**config.mk**
```make
export PLATFORM = sky130hd
export DESIGN_NAME = round_robin_process_table
export DESIGN_NICKNAME = d
export VERILOG_FILES = /design/src/rtl/rrpt_pkg.sv /design/src/rtl/round_robin_process_table.sv
export VERILOG_INCLUDE_DIRS = /design/src /design/src/rtl
export SDC_FILE = /design/constraint.sdc
export NUM_CORES = 1
export LEC_CHECK = 0
export ABC_AREA = 1
export BUFFER_PORTS_ARGS = -buffer_cell sky130_fd_sc_hd__buf_2
export CAP_MARGIN = 30
export CORE_ASPECT_RATIO = 1.75
export CORE_MARGIN = 2
export CORE_UTILIZATION = 40
export DETAILED_ROUTE_END_ITERATION = 8
export PLACE_DENSITY = 0.58
export RECOVER_POWER = 50
export SYNTH_ARGS = -nofsm -noshare
export SYNTH_HDL_FRONTEND = slang
export SYNTH_SLANG_ARGS = --single-unit
```
**constraint.sdc**
```tcl
create_clock -name clk -period 2.73 [get_ports clk]
set_input_delay 0.1365 -clock clk [delete_from_list [all_inputs] [get_ports clk]]
set_output_delay 0.1365 -clock clk [all_outputs]
set_load 0.02 [all_outputs]
```
**src/rtl/round_robin_process_table_defines.svh**
```systemverilog
// Assertion macros for the round-robin process table
`ifndef ROUND_ROBIN_PROCESS_TABLE_DEFINES_SVH
`define ROUND_ROBIN_PROCESS_TABLE_DEFINES_SVH

// same-cycle implication, disabled in reset
`define RRPT_ASSERT_SAME(lbl, ante, cons, msg) \
  lbl: assert property (@(posedge clk) disable iff (!rst_n) (ante) |-> (cons)) \
    else $error(msg);

// next-cycle implication, disabled in reset
`define RRPT_ASSERT_NEXT(lbl, ante, cons, msg) \
  lbl: assert property (@(posedge clk) disable iff (!rst_n) (ante) |=> (cons)) \
    else $error(msg);

`endif

```
**src/rtl/rrpt_pkg.sv**
```systemverilog
// Package: types, constants and microcode ROM of the round-robin process table
`default_nettype none
package rrpt_pkg;

  localparam int SLOTS  = 8;
  localparam int SLOT_W = (SLOTS > 1) ? $clog2(SLOTS) : 1;
  localparam int NUS_W  = $clog2(SLOTS + 1);
  localparam int TGT_W  = (SLOT_W > 3) ? SLOT_W : 3;

  typedef enum logic [1:0] {
    KIND_CREATE  = 2'd0,
    KIND_DESTROY = 2'd1,
    KIND_YIELD   = 2'd2,
    KIND_RSVD    = 2'd3
  } kind_t;

  typedef enum logic [2:0] {
    SS_FREE      = 3'd0,
    SS_IDLE      = 3'd1,
    SS_RUNNING   = 3'd2,
    SS_MARKED    = 3'd3,
    SS_DESTROYED = 3'd4
  } slot_st_t;

  typedef enum logic [2:0] {
    RS_CREATED     = 3'd0,
    RS_FULL        = 3'd1,
    RS_ALREADY     = 3'd2,
    RS_BLOCKED     = 3'd3,
    RS_DESTROYED   = 3'd4,
    RS_SWITCHED    = 3'd5,
    RS_NONE_RUN    = 3'd6,
    RS_NOT_CREATED = 3'd7
  } status_t;

  typedef struct packed {
    logic [1:0] kind;
    logic [2:0] target_slot;
  } in_beat_t;

  typedef struct packed {
    logic [2:0] status;
    logic [2:0] slot_id;
    logic       from_valid;
    logic [2:0] next_slot;
  } out_beat_t;

  typedef enum logic [2:0] {
    UP_DISPATCH = 3'd0,
    UP_CREATE   = 3'd1,
    UP_DESTROY  = 3'd2,
    UP_YINIT    = 3'd3,
    UP_YBUSY    = 3'd4,
    UP_YIDLE    = 3'd5
  } upc_t;

  typedef enum logic [2:0] {
    ACT_NOP     = 3'd0,
    ACT_CREATE  = 3'd1,
    ACT_DESTROY = 3'd2,
    ACT_YINIT   = 3'd3,
    ACT_YBUSY   = 3'd4,
    ACT_YIDLE   = 3'd5
  } act_t;

  typedef enum logic [1:0] {
    C_ALWAYS    = 2'd0,
    C_START     = 2'd1,
    C_BUSY_DONE = 2'd2,
    C_IDLE_DONE = 2'd3
  } cond_t;

  typedef struct packed {
    act_t  act;
    cond_t cond;
    upc_t  nxt_t;
    upc_t  nxt_f;
  } ucode_t;

  function automatic ucode_t ucode_rom(upc_t a);
    ucode_t w;
    case (a)
      UP_DISPATCH: w = '{ACT_NOP,     C_START,     UP_DISPATCH, UP_DISPATCH};
      UP_CREATE:   w = '{ACT_CREATE,  C_ALWAYS,    UP_DISPATCH, UP_DISPATCH};
      UP_DESTROY:  w = '{ACT_DESTROY, C_ALWAYS,    UP_DISPATCH, UP_DISPATCH};
      UP_YINIT:    w = '{ACT_YINIT,   C_ALWAYS,    UP_YBUSY,    UP_YBUSY};
      UP_YBUSY:    w = '{ACT_YBUSY,   C_BUSY_DONE, UP_YIDLE,    UP_YBUSY};
      UP_YIDLE:    w = '{ACT_YIDLE,   C_IDLE_DONE, UP_DISPATCH, UP_YIDLE};
      default:     w = '{ACT_NOP,     C_ALWAYS,    UP_DISPATCH, UP_DISPATCH};
    endcase
    return w;
  endfunction

  function automatic upc_t kind_entry(logic [1:0] k);
    upc_t e;
    case (k)
      KIND_CREATE:  e = UP_CREATE;
      KIND_DESTROY: e = UP_DESTROY;
      KIND_YIELD:   e = UP_YINIT;
      default:      e = UP_DISPATCH;
    endcase
    return e;
  endfunction

endpackage
`default_nettype wire

```
**src/rtl/round_robin_process_table.sv**
```systemverilog
// Top level: microcoded round-robin process slot table
//
//  channel | ports                      | beat accepted
//  --------+----------------------------+-------------------------------
//  input   | start, busy, in_item       | rising edge with start & !busy
//  result  | out_strobe, out_item       | rising edge ending strobe cycle
//
// Create and destroy: result is registered from the step entered on accept.
// Yield: UP_YINIT, then a running scan and an idle scan with one slot read per
//   step; the single read port of the slot table sets the length of each scan.
// Reserved kind: accepted, no result, busy never rises.
// Synchronous active-low reset frees all slots; no clearing pass.
// Results are shown for one cycle and cannot be stalled.
`default_nettype none
module round_robin_process_table (
  input  wire                  clk,
  input  wire                  rst_n,
  input  wire                  start,
  output logic                 busy,
  input  rrpt_pkg::in_beat_t   in_item,
  output logic                 out_strobe,
  output rrpt_pkg::out_beat_t  out_item
);
  import rrpt_pkg::*;

`include "round_robin_process_table_defines.svh"

  slot_st_t          tab_r [SLOTS];
  logic [NUS_W-1:0]  nus_r, nus_nxt;
  logic [SLOT_W-1:0] ptr_r, ptr_nxt, cnt_r, cnt_nxt, from_r, from_nxt;
  logic              found_r, found_nxt;
  in_beat_t          in_r, in_nxt;
  out_beat_t         out_r, out_nxt;
  logic              strobe_r, strobe_nxt;
  upc_t              upc_r, upc_nxt;

  ucode_t            ucw;
  logic [SLOT_W-1:0] rd_addr, wr_addr, ptr_inc, tgt_idx;
  logic [TGT_W-1:0]  tgt_ext;
  logic              tgt_ok;
  slot_st_t          rd_st, wr_data;
  logic              wr_en;
  logic              busy_hit, idle_hit, last, accept;
  logic              res_yield;

  assign busy       = (upc_r != UP_DISPATCH);
  assign accept     = start && !busy;
  assign out_strobe = strobe_r;
  assign out_item   = out_r;

  assign ucw      = ucode_rom(upc_r);
  assign tgt_ext  = TGT_W'(in_r.target_slot);
  assign tgt_idx  = tgt_ext[SLOT_W-1:0];
  assign tgt_ok   = {1'b0, tgt_ext} < (TGT_W + 1)'(SLOTS);
  assign rd_addr  = (ucw.act == ACT_DESTROY) ? tgt_idx : ptr_r;
  assign rd_st    = tab_r[rd_addr];
  assign busy_hit = (rd_st == SS_RUNNING) || (rd_st == SS_MARKED);
  assign idle_hit = (rd_st == SS_IDLE);
  assign last     = (cnt_r == SLOT_W'(SLOTS - 1));
  assign ptr_inc  = (ptr_r == SLOT_W'(SLOTS - 1)) ? '0 : ptr_r + 1'b1;

  assign res_yield = (out_r.status == RS_SWITCHED) || (out_r.status == RS_NONE_RUN);

  // sequencer
  always_comb begin
    upc_nxt = upc_r;
    case (ucw.cond)
      C_START:     upc_nxt = start ? kind_entry(in_item.kind) : UP_DISPATCH;
      C_BUSY_DONE: upc_nxt = (busy_hit || last) ? ucw.nxt_t : ucw.nxt_f;
      C_IDLE_DONE: upc_nxt = (idle_hit || last) ? ucw.nxt_t : ucw.nxt_f;
      C_ALWAYS:    upc_nxt = ucw.nxt_t;
      default:     upc_nxt = UP_DISPATCH;
    endcase
  end

  // datapath control
  always_comb begin
    nus_nxt    = nus_r;
    ptr_nxt    = ptr_r;
    cnt_nxt    = cnt_r;
    from_nxt   = from_r;
    found_nxt  = found_r;
    in_nxt     = accept ? in_item : in_r;
    out_nxt    = out_r;
    strobe_nxt = 1'b0;
    wr_en      = 1'b0;
    wr_addr    = ptr_r;
    wr_data    = SS_IDLE;
    case (ucw.act)
      ACT_CREATE: begin
        strobe_nxt = 1'b1;
        if (nus_r < NUS_W'(SLOTS)) begin
          wr_en   = 1'b1;
          wr_addr = nus_r[SLOT_W-1:0];
          wr_data = SS_IDLE;
          nus_nxt = nus_r + 1'b1;
          out_nxt = '{RS_CREATED, 3'(nus_r[SLOT_W-1:0]), 1'b0, 3'd0};
        end else begin
          out_nxt = '{RS_FULL, 3'd0, 1'b0, 3'd0};
        end
      end
      ACT_DESTROY: begin
        strobe_nxt = 1'b1;
        wr_addr    = tgt_idx;
        out_nxt    = '{RS_NOT_CREATED, in_r.target_slot, 1'b0, 3'd0};
        if (!tgt_ok || rd_st == SS_FREE) begin
          out_nxt.status = RS_NOT_CREATED;
        end else if (rd_st == SS_DESTROYED) begin
          out_nxt.status = RS_ALREADY;
        end else if (rd_st == SS_RUNNING) begin
          wr_en          = 1'b1;
          wr_data        = SS_MARKED;
          out_nxt.status = RS_BLOCKED;
        end else begin
          wr_en          = 1'b1;
          wr_data        = SS_DESTROYED;
          out_nxt.status = RS_DESTROYED;
        end
      end
      ACT_YINIT: begin
        ptr_nxt   = '0;
        cnt_nxt   = '0;
        from_nxt  = '0;
        found_nxt = 1'b0;
      end
      ACT_YBUSY: begin
        if (busy_hit) begin
          wr_en     = 1'b1;
          wr_data   = (rd_st == SS_MARKED) ? SS_DESTROYED : SS_IDLE;
          from_nxt  = ptr_r;
          found_nxt = 1'b1;
          ptr_nxt   = ptr_inc;
          cnt_nxt   = '0;
        end else if (last) begin
          ptr_nxt = '0;
          cnt_nxt = '0;
        end else begin
          ptr_nxt = ptr_inc;
          cnt_nxt = cnt_r + 1'b1;
        end
      end
      ACT_YIDLE: begin
        if (idle_hit) begin
          wr_en      = 1'b1;
          wr_data    = SS_RUNNING;
          strobe_nxt = 1'b1;
          out_nxt    = '{RS_SWITCHED, 3'(from_r), found_r, 3'(ptr_r)};
        end else if (last) begin
          strobe_nxt = 1'b1;
          out_nxt    = '{RS_NONE_RUN, 3'(from_r), found_r, 3'd0};
        end else begin
          ptr_nxt = ptr_inc;
          cnt_nxt = cnt_r + 1'b1;
        end
      end
      default: begin
      end
    endcase
  end

  always_ff @(posedge clk) begin
    if (!rst_n) begin
      upc_r    <= UP_DISPATCH;
      strobe_r <= 1'b0;
      nus_r    <= '0;
      for (int i = 0; i < SLOTS; i++) begin
        tab_r[i] <= SS_FREE;
      end
    end else begin
      upc_r    <= upc_nxt;
      strobe_r <= strobe_nxt;
      nus_r    <= nus_nxt;
      if (wr_en) begin
        tab_r[wr_addr] <= wr_data;
      end
    end
  end

  always_ff @(posedge clk) begin
    ptr_r   <= ptr_nxt;
    cnt_r   <= cnt_nxt;
    from_r  <= from_nxt;
    found_r <= found_nxt;
    in_r    <= in_nxt;
    out_r   <= out_nxt;
  end

  `RRPT_ASSERT_SAME(a_idle_on_result, out_strobe, !busy, "result while sequencer busy")
  `RRPT_ASSERT_NEXT(a_busy_after_accept, accept && (in_item.kind != KIND_RSVD), busy, "no step")
  `RRPT_ASSERT_SAME(a_no_from_id, out_strobe && res_yield && !out_item.from_valid, out_item.slot_id == 3'd0, "id")
  `RRPT_ASSERT_SAME(a_next_only_switch, out_strobe && (out_item.next_slot != 3'd0), (out_item.status == RS_SWITCHED), "next_slot set")

endmodule
`default_nettype wire

```
== Yosys cells after proc, flatten, opt, wreduce, memory -nomap -nowiden ==
Memory sizes are Yosys's and may differ from the RTL's.
Index checks and enable logic that the tools add are counted.
Word-level totals
  memories: 1
  bits in writable memories: 24
  flip-flop bits (word level): 31
  input bits: 8
  logic and storage cells: 114
  output and inout port bits: 12
Memory list
  tab_r: words 8, width 3, rd ports 1, clocked after Yosys merged registers in 0, write ports 8, RTL line round_robin_process_table.sv:28  | slot_st_t tab_r [SLOTS];
Cells by class
  equality and inequality tests: 25
  order comparisons: 1
  mux-type cells: 53
  add/sub/neg operators: 3
  reductions and logical operators: 19
Operator list (number)
  2-to-1 mux 3 bit: 24
  one-hot mux 11 bit (6 select lines): 1
  one-hot mux 10 bit (3 select lines): 1
  one-hot mux 3 bit (3 select lines): 3
  equality test 3 bit (second input constant): 7
  2-to-1 mux 10 bit: 2
  equality test 3 x 2 -> 1 bit (second input constant): 6
  2-to-1 mux 1 bit: 13
  one-hot mux 3 bit (2 select lines): 2
  one-hot mux 3 bit (4 select lines): 1
  equality test 3 x 1 -> 1 bit (second input constant): 3
  nonzero test 3 bit: 3
  2-to-1 mux 8 bit: 1
  adder 3 x 1 -> 3 bit (second input constant): 2
  equality test 2 bit (second input constant): 3
  zero test 3 bit: 2
  != test 2 bit (second input constant): 3
  one-hot mux 2 bit (3 select lines): 1
  AND reduction 2 bit: 3
  adder 4 x 1 -> 4 bit (second input constant): 1
  equality test 2 x 1 -> 1 bit (second input constant): 2
  zero test 2 bit: 2
  < comparator 4 bit (second input constant): 1
  one-hot mux 1 bit (2 select lines): 2
  10 further kinds: 12

== Depth between registers and ports, before layout ==
An unclocked memory read counts as a cell.
  word-level depth: 14
  gate-level depth with buffers: 15
  depth with buffers taken out: 15

== Worst setup path after synthesis ==
Ideal clock, no wire load.
  path type: reg-to-reg
  from: register upc_r[0]
  to: register out_r, in the netlist out_item[0], enable pin
  required time: 2.391 ns
  stages on the path, launching flop included: 15
  path buffers: 1
  path slack: 0.613 ns
  arrival time: 1.778 ns
  clock period less this slack: 2.117 ns
  setup time: 0.339 ns
  cells stage by stage: dfxtp_1 nor2_4 nand2_2 buf_6 nand2_1 o21ai_4 nand3_1 nand2_1 nand2_1 nand2_2 nor2_4 nand2_1 nand2_1 nand2_1 nand2_1
Between the ends
  longest elaborated chain between the ends: 8
  elaborated cells between the ends (all ways): 16
  classes of those cells: eq/ne: 10; mux: 2; reduce/logical: 3; memory: 1
Ends and longest elaborated chain
  from (decl): RTL line round_robin_process_table.sv:35  | upc_t upc_r, upc_nxt;
  from (signal assigned): RTL line round_robin_process_table.sv:170  | upc_r <= upc_nxt;
  equality test 3 bit, or another cell as far along: RTL line rrpt_pkg.sv:82  | case (a)
  one-hot mux 11 bit (6 select lines) *: RTL line rrpt_pkg.sv:82
  equality test 3 x 2 -> 1 bit: RTL line round_robin_process_table.sv:55, round_robin_process_table.sv:89
  2-to-1 mux 3 bit: RTL line round_robin_process_table.sv:55  | assign rd_addr = (ucw.act == ACT_DESTROY) ? tgt_idx : ptr_r;
  memory read (8 x 3 bit)
  equality test 3 x 1 -> 1 bit: RTL line round_robin_process_table.sv:58  | assign idle_hit = (rd_st == SS_IDLE);
  != test 3 bit (no source line)
  AND reduction 2 bit (no source line) *
  to (signal assigned): RTL line round_robin_process_table.sv:185  | out_r <= out_nxt;
  to (decl): RTL line round_robin_process_table.sv:33  | out_beat_t out_r, out_nxt;
Mark *: on every way between the ends. The rest lies on a longest branch, timed or not.
A chain may end at the register's enable or synchronous reset.

==> summary.txt <==
Drt
  • DRT iter0 DRCs: between 100 and 150
  • Detailed-route DRC error count: 0
  • Post-DRT Antenna Nets: 0
  • Via count: 2277
  • WL final: roughly 6.6 mm
  • Vias per cell: 5.11
  • First drt pass iteration count: 4
  • Drt wl/cell: 14.9 um

Timing
  • Period utilization: 0.903
  • Final hold violations: 0
  • Slew Limit Fails: 0
  • Post-layout min period: approximately 2.5 ns
  • Clock skew: just under 0.006 ns
  • Final WS setup: approximately 0.26 ns
  • Endpoints failing setup: 0
  • Setup TNS: 0 ns
  • Slew margin rel.: 0.526
  • RSZ-0062 raised after global routing: false
  • Max frequency: approximately 410 MHz
  • Slew at the pin with the worst max-slew slack: 0.708 ns

Power and ir drop
  • Net Switching: roughly 440 uW
  • Sequential power share: 0.510
  • Sw frac: 0.236
  • PD cells: roughly 560 nW/um2
  • Clock Power Share: 0.379
  • Leakage: ~1.4 nW
  • Combinational power share: 0.112
  • VDD IR max: around 0.24 mV
  • Int Power: 1.43 mW

Finish
  • Non-Filler Instances: between 400 and 500
  • Multi-input logic area: roughly 1200 um2
  • Register area: between 1500 and 2000 um2
  • Commonest non-fill, non-tap cell in the layout: nand2_1
  • Share of layout cells above drive strength 1: 0.136
  • Commonest non-fill, non-tap cells in the layout: nand2_1 (65), nor2_1 (54), inv_1 (47), edfxtp_1 (47), nand3_1 (41)
  • Final #Nets: around 380
  • Antenna Cells: 0
  • Syn-to-layout area delta: 11.6%
  • Util after Layout: 0.463
  • # fillers: 721

CTS
  • TritonCTS clock tree: done
  • Worst-Skew Late Latency: around 0.30 ns
  • CTS Buf Count: 5
  • CTS Root Cell: clkbuf_16
  • Max clock buf depth: 2
  • H-tree Lvls: 2
  • Setup Fix Bufs, Post-CTS: 0
  • Clk sinks: 55
  • Clock transition at the registers of the reported paths: roughly 0.070 ns

Placed design
  • DP HPWL: around 5.3 mm
  • Routability cong.: 0.937
  • DP Worst Slack: 0.194 ns
  • Port bufs: 19
  • Post-Place Cells: about 440

Critical path
  • WP data required: roughly 2.7 ns
  • Worst Path Max Fanout: 8
  • Crit-path max cell delay: roughly 0.35 ns
  • Most frequent CP cell: nand2_1
  • CP startpoint kind: flop
  • Crit path buf inv count: 1
  • Crit end category: flop
  • Crit path cell chain: nor2_4 > nand2_2 > buf_4 > nand2_1 > o21ai_4 > nand3_1 > nand2_1 > nand2_1 > nand2_2 > nor2_4 > nand3_4 > nand2_4 > nand3_2 > nand2_1
  • Crit path kind: reg -> reg
  • Arr. time, crit path: 2.47 ns
  • Cell family with most CP delay: simple AND/OR/NAND/NOR gates
  • Slowest-stage cell, CP: dfxtp_1

Synth
  • Yosys warns: 0
  • Cell variety after synth: 35
  • Synthesized area per cell: ~9 um2
  • Top-area cell type share of the netlist area: 0.471
  • Seq/Total Area, Yosys: 0.524
  • Multiplexer area fraction after synthesis: 0
  • #FFs+latches synth: 55
  • Main combinational cell family by area after synthesis: simple AND/OR/NAND/NOR gates
  • Largest cells by area after synthesis: edfxtp_1 (47%), nand2_1 (8.4%), nand3_1 (6.8%)
  • Yosys top cell by area: edfxtp_1
  • Cells after Synth: approximately 330
  • Syn_nets: 350
  • Netlist Area Pre-Place: between 2000 and 3000 um2
  • Post-Synth XOR/XNOR Area: 0
  • Adder-cell share of the synthesized area: 0.0334
  • Compound-Gate Fraction of Synth Area: 0.0656
  • Synth Area in Simple Gates: 0.305

Global route
  • Antenna violations before repair: 0
  • First-pass GRT wire length: between 10 and 15 mm
  • Gr usage total: 0.175
  • Largest net degree at the start of global routing: 22
  • Vias in the first global route: 2378
  • Total grt overflow: 0

Floorplan
  • DIE AREA: 8230 um2
  • Core area: 7230 um2
  • Die H: 119 um
  • Starting Density: 0.414
  • Site Rows: 41
  • Die W: 69.4 um
  • Boundary Pins: 20

Job
  • Maxcap violations: 0

Run status
  • Status: completed

Min path
  • Min-delay worst type: in -> reg
flip-flops by register name (all words and copies together), names as in the netlist:
register / flops
ptr_r: 3
nus_r: 4
upc_r: 3
tgt_ext: 3
tab_r: 24
out_item: 10
from_r: 3
out_strobe: 1
found_r: 1
cnt_r: 3
power by group through the flow:
stage	logic (mW)	registers (mW)	clock network, mW
floorplan	0.147	0.983	0
global placement	0.212	0.975	0
detailed placement	0.213	0.976	0
CTS	0.214	0.957	0.729
global route	0.237	0.959	0.765
finish	0.210	0.957	0.711
logic make-up after synthesis:
kind of cell / Yosys count
AO/OA/AOI/OAI: 27
adder cells (fa/ha/maj): 8
buffers and inverters: 53
flip-flops: 55
AND/OR/NAND/NOR: 191
worst paths after layout:
| check | startpoint | to | slack (ns) | depth (start not counted) |
|---|---|---|---|---|
| setup / recovery | upc_r[2] | tab_r[3][2] | 0.26 | 14 |
| hold / removal | in_item[1] | tgt_ext[1] | 0.01 | 1 |
| setup reg to reg | upc_r[2] | tab_r[3][2] | 0.26 | 14 |
| hold reg to reg | nus_r[2] | nus_r[2] | 0.48 | 2 |
what timing repair did:
action	4_1_cts	5_1_grt
setup endpoints to repair	0	34
resized for setup	0	5
hold buffers	0	0
cell usage after synthesis:
cell type,number
edfxtp_1,47
buf_6,1
nor2_1,53
nand4_1,1
a21oi_1,8
nand3_1,41
nand2_2,8
buf_4,1
o21ai_0,3
o311ai_0,1
clkbuf_4,1
a21oi_2,1
buf_2,1
nor2_2,2
o221ai_2,1
nand3b_1,2
or2_1,1
nand2_4,1
dfxtp_1,8
nand3_2,10
o21a_1,2
o211ai_1,3
inv_1,46
a31oi_1,2
o221ai_1,1
nor3_1,1
clkbuf_1,1
inv_2,2
ha_1,8
o21ai_2,3
o21ai_4,1
nand3_4,1
o21bai_1,1
nand2_1,67
nor2_4,3
per-layer routing:
layer | vias up | global-route usage | routed length (um)
met4 | 0 | 0.107 | 340
li1 | 1154 | - | -
met5 | - | 0 | 0
met2 | 36 | 0.345 | 3790
met3 | 22 | 0.0281 | 168
met1 | 1065 | 0.159 | 2330
metrics by stage:
step	area [um2]	hold slack (ns)	power (mW)
2_1_floorplan	3000	0.235	1.13
3_3_place_gp	3190	0.315	1.19
3_5_place_dp	3190	0.315	1.19
4_1_cts	3360	0.00540	1.90
5_1_grt	3350	0.00689	1.96
6_report	3350	0.0113	1.88
layout make-up:
type	instances	share of cell area
multi-input combinational	226	0.364
inverter	48	0.0546
clock buffer	7	0.0396
clock inverter	1	0.00898
tap	86	0.0322
timing repair buffer	23	0.0307
sequential	55	0.470
(Power assumes the default switching activity.)
